### config.mk
export PLATFORM = sky130hd
export DESIGN_NAME = multidrop_frame_receiver_core_flat
export DESIGN_NICKNAME = d
export VERILOG_FILES = /design/src/rtl/mfr_pkg.sv /design/src/rtl/mfr_if.sv /design/src/rtl/mfr_csr.sv /design/src/rtl/mfr_parser.sv /design/src/rtl/multidrop_frame_receiver_core.sv /design/src/flat_wrapper.sv
export SDC_FILE = /design/constraint.sdc
export NUM_CORES = 1
export LEC_CHECK = 0
export BUFFER_PORTS_ARGS = -buffer_cell sky130_fd_sc_hd__clkbuf_2
export CAP_MARGIN = 20
export CORE_MARGIN = 2
export CORE_UTILIZATION = 57
export CTS_BUF_LIST = sky130_fd_sc_hd__clkbuf_4
export CTS_CLUSTER_DIAMETER = 120
export DETAILED_ROUTE_END_ITERATION = 10
export PLACE_DENSITY = 0.8
export SKIP_LAST_GASP = 1
export SLEW_MARGIN = 20
export SYNTH_ARGS = -nofsm -noshare
export SYNTH_HDL_FRONTEND = slang
export SYNTH_SLANG_ARGS = --single-unit
### constraint.sdc
create_clock -name clock -period 3.7 [get_ports clock]
set_clock_uncertainty 0.1 [all_clocks]
set_input_delay 0.185 -clock clock [delete_from_list [all_inputs] [get_ports clock]]
set_output_delay 0.185 -clock clock [all_outputs]
set_load 0.02 [all_outputs]
### src/rtl/mfr_pkg.sv
// ----------------------------------------------------------------------------
// mfr_pkg: multidrop frame receiver shared definitions
// Types, codes and constants used by the frame receiver modules.
// ----------------------------------------------------------------------------
`default_nettype none

package mfr_pkg;

   // Frame markers and register reset values
   localparam logic [7:0] MarkStart       = 8'h02;
   localparam logic [7:0] MarkEnd         = 8'h03;
   localparam logic [7:0] SlaveAddrReset  = 8'h41;
   localparam logic [7:0] GroupAddrReset  = 8'h40;

   // Configuration register select (paddr bit 2)
   localparam logic CsrSlaveAddr = 1'b0;
   localparam logic CsrGroupAddr = 1'b1;

   localparam int CsrAddrWidth = 3;

   // Result kinds
   localparam logic [1:0] KindData   = 2'd0;
   localparam logic [1:0] KindAccept = 2'd1;
   localparam logic [1:0] KindReject = 2'd2;

   // Reject causes
   localparam logic [2:0] CauseNone    = 3'd0;
   localparam logic [2:0] CauseAddr    = 3'd1;
   localparam logic [2:0] CauseLine    = 3'd2;
   localparam logic [2:0] CauseNoStart = 3'd3;
   localparam logic [2:0] CauseNoEnd   = 3'd4;
   localparam logic [2:0] CauseSum     = 3'd5;

   typedef enum logic [6:0] {
      PH_HUNT = 7'b0000001,
      PH_LEN  = 7'b0000010,
      PH_FUNC = 7'b0000100,
      PH_STX  = 7'b0001000,
      PH_DATA = 7'b0010000,
      PH_ETX  = 7'b0100000,
      PH_SUM  = 7'b1000000
   } phase_type;

   typedef struct packed {
      logic [7:0] slave_address;
      logic [7:0] group_address;
   } addr_cfg_type;

   typedef struct packed {
      logic [7:0] rx_byte;
      logic       address_flag;
      logic       line_error;
   } req_word_type;

   typedef struct packed {
      logic [1:0] result_kind;
      logic [2:0] reject_cause;
      logic [7:0] function_code;
      logic [7:0] data_value;
      logic [7:0] data_index;
      logic [7:0] frame_length;
   } rsp_word_type;

endpackage

`default_nettype wire

### src/rtl/mfr_if.sv
// ----------------------------------------------------------------------------
// mfr_if: frame receiver channel interfaces
// Valid/ready channels for received characters and for result words.
// ----------------------------------------------------------------------------
`default_nettype none

interface mfr_req_if;
   logic       valid;
   logic       ready;
   logic [7:0] rx_byte;
   logic       address_flag;
   logic       line_error;

   modport source (output valid, output rx_byte, output address_flag,
                   output line_error, input ready);
   modport sink   (input valid, input rx_byte, input address_flag,
                   input line_error, output ready);
endinterface

interface mfr_rsp_if;
   logic       valid;
   logic       ready;
   logic [1:0] result_kind;
   logic [2:0] reject_cause;
   logic [7:0] function_code;
   logic [7:0] data_value;
   logic [7:0] data_index;
   logic [7:0] frame_length;

   modport source (output valid, output result_kind, output reject_cause,
                   output function_code, output data_value, output data_index,
                   output frame_length, input ready);
   modport sink   (input valid, input result_kind, input reject_cause,
                   input function_code, input data_value, input data_index,
                   input frame_length, output ready);
endinterface

`default_nettype wire

### src/rtl/mfr_csr.sv
// ----------------------------------------------------------------------------
// mfr_csr: configuration registers
// APB-style register file holding the slave and group addresses.
// ----------------------------------------------------------------------------
`default_nettype none

module mfr_csr
   import mfr_pkg::*;
(
   input  wire logic                    clock,
   input  wire logic                    reset,
   input  wire logic                    psel,
   input  wire logic                    penable,
   input  wire logic                    pwrite,
   input  wire logic [CsrAddrWidth-1:0] paddr,
   input  wire logic [31:0]             pwdata,
   output      logic [31:0]             prdata,
   output      logic                    pready,
   output      addr_cfg_type            addr_cfg
);

   addr_cfg_type cfg_ff, cfg_in;
   logic         wr_en;
   logic         reg_sel;

   assign pready  = 1'b1;
   assign wr_en   = psel & penable & pwrite;
   assign reg_sel = paddr[2];   // low address bits are not decoded

   always_comb begin
      cfg_in = cfg_ff;
      if (wr_en) begin
         case (reg_sel)
            CsrSlaveAddr: cfg_in.slave_address = pwdata[7:0];
            CsrGroupAddr: cfg_in.group_address = pwdata[7:0];
            default:      cfg_in = cfg_ff;
         endcase
      end
   end

   always_ff @(posedge clock) begin
      if (reset) begin
         cfg_ff.slave_address <= SlaveAddrReset;
         cfg_ff.group_address <= GroupAddrReset;
      end else begin
         cfg_ff <= cfg_in;
      end
   end

   always_comb begin
      case (reg_sel)
         CsrSlaveAddr: prdata = {24'd0, cfg_ff.slave_address};
         CsrGroupAddr: prdata = {24'd0, cfg_ff.group_address};
         default:      prdata = 32'd0;
      endcase
   end

   assign addr_cfg = cfg_ff;

endmodule

`default_nettype wire

### src/rtl/mfr_parser.sv
// ----------------------------------------------------------------------------
// mfr_parser: frame parse state machine
// Holds the frame state and decides the result for one character per step.
// ----------------------------------------------------------------------------
`default_nettype none

module mfr_parser
   import mfr_pkg::*;
(
   input  wire logic         clock,
   input  wire logic         reset,
   input  wire logic         step,
   input  wire req_word_type word,
   input  wire addr_cfg_type addr_cfg,
   output      logic         has_result,
   output      rsp_word_type result
);

   phase_type  phase_ff, phase_in;
   logic [7:0] length_ff, length_in;
   logic [7:0] seen_ff, seen_in;
   logic [7:0] func_ff, func_in;
   logic [7:0] sum_ff, sum_in;
   logic [7:0] seen_inc;
   logic       addr_match;

   assign seen_inc   = seen_ff + 8'd1;
   assign addr_match = (word.rx_byte == addr_cfg.slave_address) ||
                       (word.rx_byte == addr_cfg.group_address);

   always_comb begin
      phase_in   = phase_ff;
      length_in  = length_ff;
      seen_in    = seen_ff;
      func_in    = func_ff;
      sum_in     = sum_ff;
      has_result = 1'b0;
      result.result_kind   = KindReject;
      result.reject_cause  = CauseNone;
      result.function_code = func_ff;
      result.data_value    = 8'd0;
      result.data_index    = 8'd0;
      result.frame_length  = length_ff;

      if (phase_ff == PH_HUNT) begin
         if (!word.line_error && word.address_flag && addr_match) begin
            phase_in  = PH_LEN;
            length_in = 8'd0;
            seen_in   = 8'd0;
            func_in   = 8'd0;
            sum_in    = 8'd0;
         end
      end else if (word.line_error) begin
         has_result          = 1'b1;
         result.reject_cause = CauseLine;
         phase_in            = PH_HUNT;
      end else if (word.address_flag) begin
         has_result          = 1'b1;
         result.reject_cause = CauseAddr;
         phase_in            = PH_HUNT;
      end else begin
         case (phase_ff)
            PH_LEN: begin
               length_in = word.rx_byte;
               phase_in  = PH_FUNC;
            end
            PH_FUNC: begin
               func_in  = word.rx_byte;
               sum_in   = word.rx_byte;
               phase_in = PH_STX;
            end
            PH_STX: begin
               if (word.rx_byte != MarkStart) begin
                  has_result          = 1'b1;
                  result.reject_cause = CauseNoStart;
                  phase_in            = PH_HUNT;
               end else begin
                  sum_in   = sum_ff + MarkStart;
                  seen_in  = 8'd0;
                  phase_in = (length_ff == 8'd0) ? PH_ETX : PH_DATA;
               end
            end
            PH_DATA: begin
               sum_in  = sum_ff + word.rx_byte;
               seen_in = seen_inc;
               if (seen_inc >= length_ff) begin
                  phase_in = PH_ETX;
               end
               has_result         = 1'b1;
               result.result_kind = KindData;
               result.data_value  = word.rx_byte;
               result.data_index  = seen_ff;
            end
            PH_ETX: begin
               if (word.rx_byte != MarkEnd) begin
                  has_result          = 1'b1;
                  result.reject_cause = CauseNoEnd;
                  phase_in            = PH_HUNT;
               end else begin
                  sum_in   = sum_ff + MarkEnd;
                  phase_in = PH_SUM;
               end
            end
            PH_SUM: begin
               has_result = 1'b1;
               phase_in   = PH_HUNT;
               if (word.rx_byte != sum_ff) begin
                  result.reject_cause = CauseSum;
               end else begin
                  result.result_kind = KindAccept;
               end
            end
            default: begin
               phase_in = PH_HUNT;
            end
         endcase
      end
   end

   always_ff @(posedge clock) begin
      if (reset) begin
         phase_ff  <= PH_HUNT;
         length_ff <= 8'd0;
         seen_ff   <= 8'd0;
         func_ff   <= 8'd0;
         sum_ff    <= 8'd0;
      end else if (step) begin
         phase_ff  <= phase_in;
         length_ff <= length_in;
         seen_ff   <= seen_in;
         func_ff   <= func_in;
         sum_ff    <= sum_in;
      end
   end

endmodule

`default_nettype wire

### src/rtl/multidrop_frame_receiver_core.sv
// ----------------------------------------------------------------------------
// multidrop_frame_receiver_core: nine-bit address mode frame receiver
// Hunts for its station or group address, parses length, function, start
// marker, payload, end marker and checksum, and reports each payload byte
// plus one accept or reject word per frame.
//
// Channels: req_chan takes one received character per word (byte, ninth
// address bit, line error); rsp_chan gives zero or one result word per
// character. Both are valid/ready; a word moves when valid and ready are
// both high. Registers sit on the APB port: slave address at 0x0, group
// address at 0x4.
//
// Path: a character is held in the input register, is parsed and its
// result lands in the output register, from which the result word is
// offered. Throughput is one character per cycle while the result side
// does not stall, set by the combinational parse between the two registers.
//
// Reset clears both registers' valid flags, puts the parser in hunting and
// restores the address registers to 0x41 and 0x40. When the result side
// stalls, the held character waits in the input register and req ready
// drops only once both registers are full and the result is not taken.
// ----------------------------------------------------------------------------
`default_nettype none

module multidrop_frame_receiver_core
   import mfr_pkg::*;
(
   input  wire logic                    clock,
   input  wire logic                    reset,
   mfr_req_if.sink                      req_chan,
   mfr_rsp_if.source                    rsp_chan,
   input  wire logic                    psel,
   input  wire logic                    penable,
   input  wire logic                    pwrite,
   input  wire logic [CsrAddrWidth-1:0] paddr,
   input  wire logic [31:0]             pwdata,
   output      logic [31:0]             prdata,
   output      logic                    pready
);

   addr_cfg_type addr_cfg;

   // input register
   logic         in_valid_ff;
   req_word_type in_word_ff;
   // output register
   logic         out_valid_ff;
   rsp_word_type out_word_ff;

   logic         step;
   logic         req_take;
   logic         has_result;
   rsp_word_type result;

   mfr_csr u_csr (
      .clock    (clock),
      .reset    (reset),
      .psel     (psel),
      .penable  (penable),
      .pwrite   (pwrite),
      .paddr    (paddr),
      .pwdata   (pwdata),
      .prdata   (prdata),
      .pready   (pready),
      .addr_cfg (addr_cfg)
   );

   // A held character is parsed once the output register is free or draining.
   assign step     = in_valid_ff & (~out_valid_ff | rsp_chan.ready);
   assign req_take = req_chan.valid & req_chan.ready;

   assign req_chan.ready = ~in_valid_ff | step;

   mfr_parser u_parser (
      .clock      (clock),
      .reset      (reset),
      .step       (step),
      .word       (in_word_ff),
      .addr_cfg   (addr_cfg),
      .has_result (has_result),
      .result     (result)
   );

   always_ff @(posedge clock) begin
      if (reset) begin
         in_valid_ff <= 1'b0;
      end else if (req_take) begin
         in_valid_ff <= 1'b1;
      end else if (step) begin
         in_valid_ff <= 1'b0;
      end
   end

   always_ff @(posedge clock) begin
      if (req_take) begin
         in_word_ff.rx_byte      <= req_chan.rx_byte;
         in_word_ff.address_flag <= req_chan.address_flag;
         in_word_ff.line_error   <= req_chan.line_error;
      end
   end

   // Characters with no result still advance; they just leave the output alone.
   always_ff @(posedge clock) begin
      if (reset) begin
         out_valid_ff <= 1'b0;
      end else if (step && has_result) begin
         out_valid_ff <= 1'b1;
      end else if (rsp_chan.ready) begin
         out_valid_ff <= 1'b0;
      end
   end

   always_ff @(posedge clock) begin
      if (step && has_result) begin
         out_word_ff <= result;
      end
   end

   assign rsp_chan.valid         = out_valid_ff;
   assign rsp_chan.result_kind   = out_word_ff.result_kind;
   assign rsp_chan.reject_cause  = out_word_ff.reject_cause;
   assign rsp_chan.function_code = out_word_ff.function_code;
   assign rsp_chan.data_value    = out_word_ff.data_value;
   assign rsp_chan.data_index    = out_word_ff.data_index;
   assign rsp_chan.frame_length  = out_word_ff.frame_length;

endmodule

`default_nettype wire
### src/flat_wrapper.sv
// flat-port wrapper written by rule: the top's interface ports become plain ports
module multidrop_frame_receiver_core_flat import mfr_pkg::*;
  (clock, reset, psel, penable, pwrite, paddr, pwdata, prdata, pready, req_chan_valid, req_chan_rx_byte, req_chan_address_flag, req_chan_line_error, req_chan_ready, rsp_chan_valid, rsp_chan_result_kind, rsp_chan_reject_cause, rsp_chan_function_code, rsp_chan_data_value, rsp_chan_data_index, rsp_chan_frame_length, rsp_chan_ready);
  mfr_req_if req_chan_i ();
  mfr_rsp_if rsp_chan_i ();
  input  wire logic clock;
  input  wire logic reset;
  input  wire logic psel;
  input  wire logic penable;
  input  wire logic pwrite;
  input  wire logic [CsrAddrWidth-1:0] paddr;
  input  wire logic [31:0] pwdata;
  output      logic [31:0] prdata;
  output      logic pready;
  input wire logic [$bits(req_chan_i.valid)-1:0] req_chan_valid;
  input wire logic [$bits(req_chan_i.rx_byte)-1:0] req_chan_rx_byte;
  input wire logic [$bits(req_chan_i.address_flag)-1:0] req_chan_address_flag;
  input wire logic [$bits(req_chan_i.line_error)-1:0] req_chan_line_error;
  output wire logic [$bits(req_chan_i.ready)-1:0] req_chan_ready;
  output wire logic [$bits(rsp_chan_i.valid)-1:0] rsp_chan_valid;
  output wire logic [$bits(rsp_chan_i.result_kind)-1:0] rsp_chan_result_kind;
  output wire logic [$bits(rsp_chan_i.reject_cause)-1:0] rsp_chan_reject_cause;
  output wire logic [$bits(rsp_chan_i.function_code)-1:0] rsp_chan_function_code;
  output wire logic [$bits(rsp_chan_i.data_value)-1:0] rsp_chan_data_value;
  output wire logic [$bits(rsp_chan_i.data_index)-1:0] rsp_chan_data_index;
  output wire logic [$bits(rsp_chan_i.frame_length)-1:0] rsp_chan_frame_length;
  input wire logic [$bits(rsp_chan_i.ready)-1:0] rsp_chan_ready;
  assign req_chan_i.valid = req_chan_valid;
  assign req_chan_i.rx_byte = req_chan_rx_byte;
  assign req_chan_i.address_flag = req_chan_address_flag;
  assign req_chan_i.line_error = req_chan_line_error;
  assign req_chan_ready = req_chan_i.ready;
  assign rsp_chan_valid = rsp_chan_i.valid;
  assign rsp_chan_result_kind = rsp_chan_i.result_kind;
  assign rsp_chan_reject_cause = rsp_chan_i.reject_cause;
  assign rsp_chan_function_code = rsp_chan_i.function_code;
  assign rsp_chan_data_value = rsp_chan_i.data_value;
  assign rsp_chan_data_index = rsp_chan_i.data_index;
  assign rsp_chan_frame_length = rsp_chan_i.frame_length;
  assign rsp_chan_i.ready = rsp_chan_ready;
  multidrop_frame_receiver_core u_core (.clock(clock), .reset(reset), .req_chan(req_chan_i), .rsp_chan(rsp_chan_i), .psel(psel), .penable(penable), .pwrite(pwrite), .paddr(paddr), .pwdata(pwdata), .prdata(prdata), .pready(pready));
endmodule
==> Word-level counts from Yosys, hierarchy flattened <==
Cells that the tools add are included.
{ "totals": {"reg_bits": 104, "input_bits": 52, "output_inout_bits": 72, "elab_cells": 124} }
{ "op_classes": {"add_sub_neg": 4, "order_cmp": 1, "n_eq_ne": 18, "mux": 48, "bitwise_logic": 10, "reduce_logical": 23} }
{ "op_table": {"columns": ["op", "count"], "rows": [
  ["8-bit two-way mux", 18],
  ["32-bit case mux with 2 select lines", 1],
  ["7-bit two-way mux", 6],
  ["7-bit case mux with 5 select lines", 1],
  ["8-bit case mux with 4 select lines", 1],
  ["8-bit by 2-bit adder with 8-bit output, second input constant", 2],
  ["8-bit equality test", 2],
  ["8-bit by 2-bit != test with 1-bit output, second input constant", 2],
  ["8-bit case mux with 2 select lines", 1],
  ["6-bit two-way mux", 2],
  ["5-bit AND reduction", 2],
  ["1-bit two-way mux", 9],
  ["3-bit case mux with 3 select lines", 1],
  ["8-bit by 1-bit adder with 8-bit output, second input constant", 1],
  ["8-bit adder", 1],
  ["8-bit >= comparator", 1],
  ["8-bit zero test", 1],
  ["2-bit two-way mux", 4],
  ["8-bit != test", 1],
  ["2-bit nonzero test", 4],
  ["7-bit by 1-bit equality test with 1-bit output, second input constant", 1],
  ["7-bit by 2-bit equality test with 1-bit output, second input constant", 1],
  ["7-bit by 3-bit equality test with 1-bit output, second input constant", 1],
  ["7-bit by 4-bit equality test with 1-bit output, second input constant", 1],
  ["25 further kinds", 39]
]} }

==> Longest topological paths before layout <==
Gate-level depths: netlist of the first run.
{ "logic_depth": {"word_depth": 8, "ltp_mapped": 13} }

==> Modules after synthesis <==
A second synthesis of the first run with hierarchy kept.
{ "unflattened": {"hier_cells": 585, "area_unflattened_um2": 5760.5} }
{ "modules_own_cells": {"columns": ["mod", "n_inst", "cells_each", "area_per_inst_um2"], "rows": [
  ["mfr_parser", 1, 428, 3264.4],
  ["multidrop_frame_receiver_core", 1, 58, 1514.0],
  ["mfr_csr", 1, 99, 982.2]
]} }

==> Least setup slack after synthesis of the first run <==
OpenSTA, ideal clock, no wires.
{ "synth_timing": {"path_kind": "register -> register", "start": "reg u_core.u_parser.phase_ff[2]", "end": "reg u_core.u_parser.sum_ff[6]", "setup_ps": 91, "t_arrival_ps": 2628, "t_required_ps": 3509, "path_slack_ps": 881, "stages_incl_launch_ff": 14, "path_buffers": 1, "period_less_slack_ps": 2819, "path_cell_list": "dfxtp_1 buf_2 nor4_1 nand3_1 nand2b_1 ha_1 inv_1 fa_1 nor2b_1 o31a_1 o21ai_0 nor2b_1 or3_1 a311oi_1"} }
{ "synth_via": {"elab_chain_len": 5, "word_cells_on_any_way": 16, "cone_classes": "eq/ne (10); mux (4); reduce/logical (2)"} }
{ "synth_lines": {"columns": ["element", "line_no", "source"], "rows": [
  ["start: declaration", "mfr_parser.sv:19", "phase_type phase_ff, phase_in;"],
  ["start signal: assignment", "mfr_parser.sv:128", "phase_ff <= phase_in;"],
  ["7-bit by 6-bit equality test with 1-bit output (tied with other cells)", "mfr_parser.sv:62", "case (phase_ff)"],
  ["8-bit case mux with 4 select lines", "mfr_parser.sv:62", null],
  ["8-bit two-way mux", "mfr_parser.sv:57", "end else if (word.address_flag) begin"],
  ["8-bit two-way mux", "mfr_parser.sv:53", "end else if (word.line_error) begin"],
  ["8-bit two-way mux", "mfr_parser.sv:45", "if (phase_ff == PH_HUNT) begin"],
  ["end signal: assignment", "mfr_parser.sv:132", "sum_ff <= sum_in;"],
  ["end: declaration", "mfr_parser.sv:23", "logic [7:0] sum_ff, sum_in;"]
]} }
Several ways; a longest one is shown, not always the timed one. The select of a mux whose other input is x is not followed.
A chain may end at the register's enable or synchronous reset.

==> Final worst setup path of the first run <==
{ "layout_timing": {"start": "reg u_core.u_parser.phase_ff[3]", "end": "reg u_core.u_parser.sum_ff[6]"} }
The elaborated chain is that of the path after synthesis.

==> results of run 1 <==
[power by group through the flow]
stage / registers [mW] / clock network [mW] / logic, mW
detailed placement: 1.25 / 0 / 0.122
global route: 1.23 / 0.632 / 0.154
finish: 1.23 / 0.583 / 0.143
CTS: 1.23 / 0.587 / 0.140
floorplan: 1.23 / 0 / 0.123
global placement: 1.25 / 0 / 0.119
[metrics by stage]
| stage | cells | util (%) | hold WS, ns |
|---|---|---|---|
| 2_1_floorplan | 619 | - | 0.184 |
| 3_3_place_gp | 770 | 61.6 | 0.263 |
| 3_5_place_dp | 770 | 61.6 | 0.264 |
| 4_1_cts | 807 | 65.2 | 0.0828 |
| 5_1_grt | 807 | 65.2 | 0.139 |
| 6_report | 807 | 65.2 | 0.0947 |
[path summary, 6_finish.rpt]
kind	start	endpoint	slack [ns]	depth (start not counted)
worst max-delay path	u_core.u_parser.phase_ff[3]	u_core.u_parser.sum_ff[6]	0.43	12
worst min-delay path	penable	u_core.u_csr.addr_cfg[7]	0.09	5
worst max register to register	u_core.u_parser.phase_ff[3]	u_core.u_parser.sum_ff[6]	0.43	12
worst min register to register	u_core.u_parser.func_ff[7]	u_core.rsp_chan.function_code[7]	0.36	0
[worst max-delay path, stage by stage (launching register included)]
cell      delay [ns]
dfxtp_1         0.35
nor4_2          0.45
nand3_1         0.33
nand2b_1        0.18
ha_1            0.22
inv_1           0.07
fa_1            0.38
nor2b_1         0.21
o31a_1          0.19
o21ai_0         0.07
nor2b_1         0.14
or3_1           0.30
a311oi_1        0.20
[cell type report]
class | instances | area (um^2)
Clock inverter | 7 | 72.6
Sequential cell | 104 | 2550
Inverter | 19 | 71.3
Timing Repair Buffer | 102 | 638
Clock buffer | 9 | 67.6
Tap cell | 133 | 166
Fill cell | 779 | 3400
Multi-Input combinational cell | 433 | 2810
[cells in the final DEF, fill, tap and decap left out, drive strengths merged, types with 8 or more instances in the layout]
| cell type | n |
|---|---|
| clkbuf | 81 |
| o21ai | 19 |
| or3 | 8 |
| dlygate4sd3 | 21 |
| nand4 | 8 |
| dfxtp | 57 |
| nand3 | 41 |
| nor3 | 19 |
| nand2 | 42 |
| inv | 23 |
| conb | 25 |
| mux2i | 18 |
| nor2 | 38 |
| buf | 9 |
| mux2 | 9 |
| edfxtp | 47 |
| xnor2 | 30 |
| ha | 17 |
| a21oi | 37 |
| and3 | 19 |
| a31o | 9 |
| xor2 | 14 |
[per-layer routing]
layer / global-route usage [%] / up-vias / routed length [um]
met3: 3.88 / 26 / 868
met4: 10.2 / 0 / 308
li1: - / 2258 / -
met2: 43.5 / 217 / 6680
met5: 0 / - / 0
met1: 33.1 / 2241 / 5850
[cells by family after synthesis]
logic type	after synthesis	synth area share, %
AOI/OAI and AO/OA	108	12.5
xor gates and xnor gates	44	6.74
adders and majority gates	18	4.07
buffers and inverters	82	7.88
DFF	104	44.6
muxes	27	4.92
other	2	0.131
and+or+nand+nor	211	19.1
[repair_timing]
item / in CTS / in global routing
endpoints found under the hold margin: 28 / 0
endpoints found under the setup margin: 0 / 1
hold buffers: 21 / 0
gates resized for setup: 0 / 1
==> reports/metrics.yaml, run 1 <==
power_and_ir_drop:
  intPower_mw: 1.42
  seqPwrFrac_pct: 62.9
  p_comb_share_pct: 7.3
  powerDensity_mw_per_mm2: 307
  p_clk_share_pct: 29.8
  leakagePower_nw: 2.59
  switchingPower_mw: 0.533
  finalPower_mw: 1.96
  irDropWorstVdd_v: 0.000207
  switching_share_pct: 27.3
synth:
  syn_inst: 596
  ys_seq_area_share_pct: 44.6
  yosys_warnings: 0
  synthTopCellsByCount: "dfxtp_1, edfxtp_1, nand2_1, nand3_1"
  synth_top_area_cell: "edfxtp_1"
  synthDistinctLibCells: 66
  syn_area_mm2: 0.00572
  synth_edf_count: 47
  synth_area_per_cell_um2: 9.59
  ys_top_cells_by_area: "edfxtp_1, dfxtp_1, xnor2_1, ha_1, nand3_1"
  ys_seq_elements: 104
  ys_async_sr_fraction_pct: 0
  ys.flop_type: "dfxtp_1"
  post-synth-top-count-cell: "dfxtp_1"
  synth_top_area_share_pct: 24.7
final_layout:
  diodes: 0
  areaGrowthSynthToFinish_pct: 11.5
  layout.nets: 739
  design_area_mm2: 0.00637
  drive_gt1_share_pct: 17.1
  largest_reg_flops: 16
clock_network:
  cts_buffers: 9
  postCtsSetupBuffers: 0
  clkSlewWorstSetupHoldPaths_ns: 0.17
  cts_tree: "yes"
  cts-root-buf: "clkbuf_4"
  cts_max_level: 3
  cts_sinks: 104
  clk_latency_ns: 0.47
  cts_max_path_buffers: 2
timing:
  clock.fmax_ghz: 0.306
  min_period_ns: 3.27
  rsz0062_at_grt: "false"
  relSlewSlack_pct: 27.7
  hold_violations: 0
  worst_pin_slew_ns: 1.08
  tns_ns: 0
  setup_viol: 0
  fin_crit_sh_pct: 88.3
  slew_viol_final: 0
  fin_ws_ns: 0.432
global_route:
  grt_first_pass_wirelength_um: 22300
  antenna_found_initial: 0
  grt.total_usage_pct: 25.7
  grt_start_max_net_pins: 39
  grt_overflow: 0
  grt_pass1_vias: 4488
setup_path:
  cp_data_required_time_ns: 3.98
  worstSetupPathType: "register to register"
  crit_path_start_kind: "register"
  arrival_ns: 3.55
  path_max_fanout: 8
  critPathCaptureType: "register"
die:
  die_area_mm2: 0.0108
  die_h_um: 104
  fp-row-count: 36
  core-area_mm2: 0.00977
  ios: 124
  die_x_um: 104
  start_util_pct: 58.5
route:
  drtPass1Iterations: 5
  drt_wl_total_um: 13700
  drc: 0
  num_vias: 4742
  drtIter0Drc: 366
  viasPerCell: 5.88
  ant_nets: 0
  detail_route.wl_per_cell_um: 17.0
placed_design:
  gp_congestion: 0.935
  place_area_mm2: 0.00602
  port_buffers: 72
  pre_cts_ws_ns: 0.283
  dp_hpwl_um: 9390
flow_run:
  maxCapViolCount: 0
min_path:
  hp-class: "input port to register"
run_status:
  status: "complete, no violations"
(Power assumes the default switching activity.)
==> run 2, diff against run 1 <==
- CORE_UTILIZATION: 57 -> 39
- PLACE_DENSITY: 0.8 -> 0.57
==> run 2 against run 1 <==
- critical path depth unchanged
- worst hold slack worse by 0.030 ns
- highest routed layer unchanged
- setup slack worse by 0.12 ns
- largest cell class unchanged
==> reports/metrics.yaml, run 2 (synthesized netlist as in run 1, its figures left out) <==
route:
  drc: 0  # unchanged
  drtIter0Drc: 466  # +27%
  drtPass1Iterations: 5  # unchanged
  drt_wl_total_um: 14100  # +2.6%
  num_vias: 4605  # -2.9%
  ant_nets: 0  # unchanged
  viasPerCell: 5.36  # -8.8%
  detail_route.wl_per_cell_um: 16.4  # -3.6%
die:
  ios: 124  # unchanged
  start_util_pct: 39.6  # -19 points
  fp-row-count: 44  # +22%
  core-area_mm2: 0.0144  # +48%
  die_h_um: 125  # +20%
  die_area_mm2: 0.0156  # +44%
  die_x_um: 125  # +20%
min_path:
  hp-class: "input port to register"
  hold_end: "u_core.u_csr.addr_cfg[2]"
  min_from: "penable"
  whs_path_depth: 5  # unchanged
timing:
  hold_ws_ns: 0.0644  # -0.0304 ns
  fin_crit_sh_pct: 91.7  # +3.4 points
  hold_violations: 0  # unchanged
  rsz0062_at_grt: "false"
  slew_viol_final: 0  # unchanged
  setup_viol: 0  # unchanged
  worst_pin_slew_ns: 1.09  # +0.00467 ns
  tns_ns: 0  # unchanged
  relSlewSlack_pct: 27.4  # -0.31 points
  clock.fmax_ghz: 0.295  # -3.7%
  fin_ws_ns: 0.307  # -0.125 ns
  min_period_ns: 3.39  # +0.125 ns
power_and_ir_drop:
  intPower_mw: 1.41  # -0.60%
  leakagePower_nw: 2.59  # about the same
  irDropWorstVdd_v: 0.000190  # -8.3%
  p_comb_share_pct: 7.4  # about the same
  finalPower_mw: 1.94  # -1.0%
  powerDensity_mw_per_mm2: 301  # -1.9%
  switchingPower_mw: 0.522  # -2.0%
  p_clk_share_pct: 29.1  # -0.7 points
  seqPwrFrac_pct: 63.5  # +0.6 points
  switching_share_pct: 27.0  # -0.29 points
global_route:
  top_usage_layer: "met2"
  grt_start_max_net_pins: 39  # unchanged
  antenna_found_initial: 0  # unchanged
  grt_first_pass_wirelength_um: 22900  # +2.4%
  grt_use_met1_pct: 24.3  # -8.8 points
  grt_util_met2_pct: 29.3  # -14 points
  grt_overflow: 0  # unchanged
  met3_usage_pct: 3.59  # -0.29 points
  grt.total_usage_pct: 18.2  # -7.5 points
  grt_pass1_vias: 4505  # +0.38%
clock_network:
  cts-root-buf: "clkbuf_4"
  cts_sinks: 104  # unchanged
  postCtsSetupBuffers: 0  # unchanged
  cts_max_path_buffers: 2  # unchanged
  clkSlewWorstSetupHoldPaths_ns: 0.17  # about the same
  cts_buffers: 9  # unchanged
  cts_max_level: 3  # unchanged
  clk_latency_ns: 0.51  # +0.04 ns
  cts_tree: "yes"
final_layout:
  seqCellArea_mm2: 0.00255  # unchanged
  layout_commonest_cell: "clkbuf_2"
  multi_input_area_mm2: 0.00281  # unchanged
  postLayoutCoreUtil_pct: 44.6  # -21 points
  areaGrowthSynthToFinish_pct: 12.6
  largest_reg_flops: 16  # unchanged
  layout_common_cells: "clkbuf_2, dfxtp_1, edfxtp_1, nand2_1, nand3_1"
  diodes: 0  # unchanged
  fillCellCount: 1394  # +79%
  layout.nets: 740  # +0.14%
  drive_gt1_share_pct: 17.2  # +0.12 points
setup_path:
  crit_path_start_kind: "register"
  critPathCaptureType: "register"
  critical-path-top-delay-family: "simple AND/OR/NAND/NOR gates"
  critPathBufInv: 1  # unchanged
  arrival_ns: 3.72  # +0.17 ns
  worstSetupPathType: "register to register"
  cp_data_required_time_ns: 4.02  # +0.04 ns
  worstPathCellList: "nor4_2, nand3_1, nand2b_1, ha_1, inv_1, fa_1, nor2b_1, o31a_1, o21ai_0, nor2b_1, or3_1, a311oi_1"
  crit_top_cell: "nor2b_1"
  slowest_delay_ns: 0.48  # +0.03 ns
  worstReg2RegEnd: "u_core.u_parser.sum_ff[6]"
  reg2reg_from: "u_core.u_parser.phase_ff[0]"
  r2r_cells: 12  # unchanged
  r2r_slack_ns: 0.31  # -0.12 ns
  slowest_stage: "dfxtp_1"
  path_max_fanout: 12  # +4
placed_design:
  dp_hpwl_um: 9800  # +4.3%
  pre_cts_ws_ns: 0.180  # -0.103 ns
  gp_congestion: 0.832  # -11%
  port_buffers: 72  # unchanged
run_status:
  status: "complete, no violations"
flow_run:
  maxCapViolCount: 0  # unchanged
## run 2: timing repair
| action | 4_1_cts | 5_1_grt |
|---|---|---|
| hold buffers | 21 | 0 |
| endpoints found under the setup margin | 0 | 1 |
| hold endpoints to repair | 28 | 0 |
| gates resized for setup | 0 | 1 |
## run 2: final cells by class
type	instances	share of cell area, %
multi-input cells	433	43.6
flip-flops and latches	104	39.7
repair buffers	103	10.0
well taps	184	3.58
inverters	19	1.11
clock buffers	9	1.05
clock inverters	7	0.953
## run 2: power groups by stage
stage | logic, mW | clock network [mW] | registers, mW
floorplan | 0.123 | 0 | 1.23
global placement | 0.124 | 0 | 1.25
detailed placement | 0.126 | 0 | 1.25
CTS | 0.143 | 0.588 | 1.23
global route | 0.157 | 0.634 | 1.23
finish | 0.144 | 0.563 | 1.23
## run 2: per-layer routing
| metal | wire (um) | share of wire, % | up-vias |
|---|---|---|---|
| met3 | 918 | 6.5 | 20 |
| met1 | 6440 | 46 | 2171 |
| li1 | - | - | 2244 |
| met4 | 244 | 1.7 | 0 |
| met5 | 0 | 0 | - |
| met2 | 6470 | 46 | 170 |
## run 2: stage by stage
stage	std cells	area [um^2]
after floorplan	619	5800
after global placement	822	6090
after detailed placement	822	6090
after CTS	859	6430
after global routing	859	6430
final	859	6430
## run 2: worst min-delay path, stage by stage
cell      delay, ns
clkbuf_2       0.09
nand3_1        0.08
nor2_1         0.15
nand2_1        0.10
a21oi_1        0.05
## run 2: worst max path at each step
stage / slack, ns / to / cells after the start / from
final: 0.31 / u_core.u_parser.sum_ff[6] / 12 / u_core.u_parser.phase_ff[0]
after global routing: 0.09 / u_core.u_parser.sum_ff[6] / 12 / u_core.u_parser.phase_ff[0]
after CTS: 0.12 / u_core.u_parser.sum_ff[6] / 12 / u_core.u_parser.phase_ff[0]
after detailed placement: 0.18 / u_core.u_parser.sum_ff[6] / 12 / u_core.u_parser.phase_ff[0]
after global placement: 0.34 / u_core.u_parser.sum_ff[6] / 12 / u_core.u_parser.phase_ff[0]
after floorplan: 0.88 / u_core.u_parser.sum_ff[6] / 13 / u_core.u_parser.phase_ff[2]
==> run 3, diff against run 2 <==
- SETUP_SLACK_MARGIN: unset -> 0.5
==> run 3 against run 2 <==
- critical path depth is the same
- sequential share of layout area shrank 0.12 points
- flip-flop and latch count is the same
- non-clock buffer count grew 1
- first-iteration DRC count shrank 9.7%
- core utilization grew 0.18 points
- setup slack gained 0.34 ns
- total power shrank 0.11%
- highest routed layer unchanged
==> reports/metrics.yaml, run 3 (synthesized netlist as in run 1, its figures left out) <==
clock_network:
  cts-root-buf: "clkbuf_4"
  cts_buffers: 9  # unchanged
  clk_latency_ns: 0.51  # about the same
  cts_max_level: 3  # unchanged
  clkSlewWorstSetupHoldPaths_ns: 0.17  # about the same
  cts_max_path_buffers: 2  # unchanged
  cts_sinks: 104  # unchanged
  cts_tree: "yes"
die:
  start_util_pct: 39.6  # unchanged
  core-area_mm2: 0.0144  # unchanged
  die_h_um: 125  # unchanged
  die_area_mm2: 0.0156  # unchanged
  fp-row-count: 44  # unchanged
  die_x_um: 125  # unchanged
  ios: 124  # unchanged
power_and_ir_drop:
  leakagePower_nw: 2.60  # +0.29%
  irDropWorstVdd_v: 0.000189  # -0.22%
  powerDensity_mw_per_mm2: 299  # -0.52%
final_layout:
  largest_reg_flops: 16  # unchanged
  postLayoutCoreUtil_pct: 44.8  # +0.18 points
  layout_common_cells: "clkbuf_2, dfxtp_1, edfxtp_1, nand2_1, nand3_1"
  drive_gt1_share_pct: 18.0  # +0.86 points
  fillCellCount: 1388  # -0.43%
  layout.nets: 741  # +0.14%
  areaGrowthSynthToFinish_pct: 13.0
  layout_commonest_cell: "clkbuf_2"
  diodes: 0  # unchanged
  seqCellArea_mm2: 0.00255  # about the same
  multi_input_area_mm2: 0.00282  # +0.58%
route:
  drtPass1Iterations: 7  # +2
  detail_route.wl_per_cell_um: 16.4  # +0.45%
  route.met3.wl_um: 870  # -5.2%
  viasPerCell: 5.37  # +0.17%
  drc: 0  # unchanged
  ant_nets: 0  # unchanged
  top_layer: "met4"
  dr_wl_met2_um: 6500  # +0.59%
  m1WireLength_um: 6550  # +1.8%
  num_vias: 4618  # +0.28%
  drt_wl_total_um: 14100  # +0.57%
  drtIter0Drc: 421  # -9.7%
timing:
  hold_violations: 0  # unchanged
  setup_viol: 0  # unchanged
  min_period_ns: 3.05  # -0.340 ns
  rsz0062_at_grt: "true"
  tns_ns: 0  # unchanged
  slew_viol_final: 0  # unchanged
  fin_crit_sh_pct: 82.5  # -9.2 points
  relSlewSlack_pct: 25.3  # -2.1 points
  clock.fmax_ghz: 0.328  # +11%
  worst_pin_slew_ns: 1.12  # +0.0316 ns
setup_path:
  path_max_fanout: 7  # -5
  r2r_slack_ns: 0.65  # +0.34 ns
  slowest_delay_ns: 0.37  # -0.11 ns
  crit_top_cell: "nor2b_1"
  worstSetupPathType: "register to register"
  critPathCaptureType: "register"
  reg2reg_from: "u_core.u_parser.phase_ff[2]"
  slowest_stage: "dfxtp_1"
  r2r_cells: 12  # unchanged
  arrival_ns: 3.37  # -0.35 ns
  worstPathCellList: "nor4_4, nand3_2, nand2b_1, ha_1, inv_1, fa_1, nor2b_1, o31a_1, o21ai_0, nor2b_1, or3_1, a311oi_1"
  worstReg2RegEnd: "u_core.u_parser.sum_ff[6]"
  crit_path_start_kind: "register"
  cp_data_required_time_ns: 4.02  # about the same
global_route:
  grt_start_max_net_pins: 39  # unchanged
  grt.total_usage_pct: 18.2  # about the same
  antenna_found_initial: 0  # unchanged
  grt_overflow: 0  # unchanged
  grt_first_pass_wirelength_um: 22900  # +0.12%
  grt_pass1_vias: 4513  # +0.18%
min_path:
  hold_end: "u_core.u_csr.addr_cfg[2]"
  whs_path_depth: 5  # unchanged
  hp-class: "input port to register"
  min_from: "penable"
placed_design:
  port_buffers: 72  # unchanged
  gp_congestion: 0.832  # unchanged
  dp_hpwl_um: 9800  # unchanged
run_status:
  status: "complete, no violations"
flow_run:
  maxCapViolCount: 0  # unchanged
[run 3: routing by layer]
layer | global-route usage, % | up-vias
met5 | 0 | -
met4 | 6.99 | 0
met3 | 3.98 | 22
met2 | 29.3 | 147
met1 | 24.1 | 2199
li1 | - | 2250
[run 3: timing repair]
| action | CTS | global route |
|---|---|---|
| hold buffers | 21 | 0 |
| setup buffers | 0 | 1 |
| setup endpoints to repair | 5 | 40 |
| gates resized for setup | 4 | 3 |
| pin swaps | 0 | 2 |
| endpoints found under the hold margin | 28 | 0 |
[run 3: worst max-delay path by stage]
stage,from,to,slack [ns],cells after the start
2_1_floorplan,u_core.u_parser.phase_ff[2],u_core.u_parser.sum_ff[6],0.88,13
3_3_place_gp,u_core.u_parser.phase_ff[0],u_core.u_parser.sum_ff[6],0.34,12
3_5_place_dp,u_core.u_parser.phase_ff[0],u_core.u_parser.sum_ff[6],0.18,12
4_1_cts,u_core.u_parser.phase_ff[0],u_core.u_parser.sum_ff[6],0.59,12
5_1_grt,u_core.u_parser.phase_ff[2],u_core.u_parser.sum_ff[6],0.45,12
6_report,u_core.u_parser.phase_ff[2],u_core.u_parser.sum_ff[6],0.65,12
[run 3: final cells by class]
type                            count  area share [%]
Multi-Input combinational cell    433            43.7
Sequential cell                   104            39.5
Timing Repair Buffer              104            10.1
Tap cell                          184            3.56
Inverter                           19            1.10
Clock buffer                        9            1.05
Clock inverter                      7           0.949
[run 3: critical path, delay by kind of cell, from the launching register on]
kind,cells,cell delay (ns)
AO/OA/AOI/OAI,3,0.47
adder cells (fa/ha/maj),2,0.59
buffers and inverters,1,0.08
flip-flops,1,0.37
AND/OR/NAND/NOR,6,1.37
[run 3: where the power goes]
| part | switching (mW) | internal, mW |
|---|---|---|
| registers | 0.0244 | 1.20 |
| clock network | 0.411 | 0.151 |
| logic | 0.0848 | 0.0591 |
[run 3: per-stage QoR]
stage          hold WS [ns]  setup slack (ns)  std cells  power (mW)  area [um^2]
3_3_place_gp          0.263             0.336        822        1.38         6090
6_report             0.0712             0.647        860        1.93         6460
4_1_cts              0.0354             0.587        859        1.96         6450
3_5_place_dp          0.264             0.180        822        1.38         6090
2_1_floorplan         0.184             0.881        619        1.36         5800
5_1_grt              0.0488             0.447        860        2.02         6460
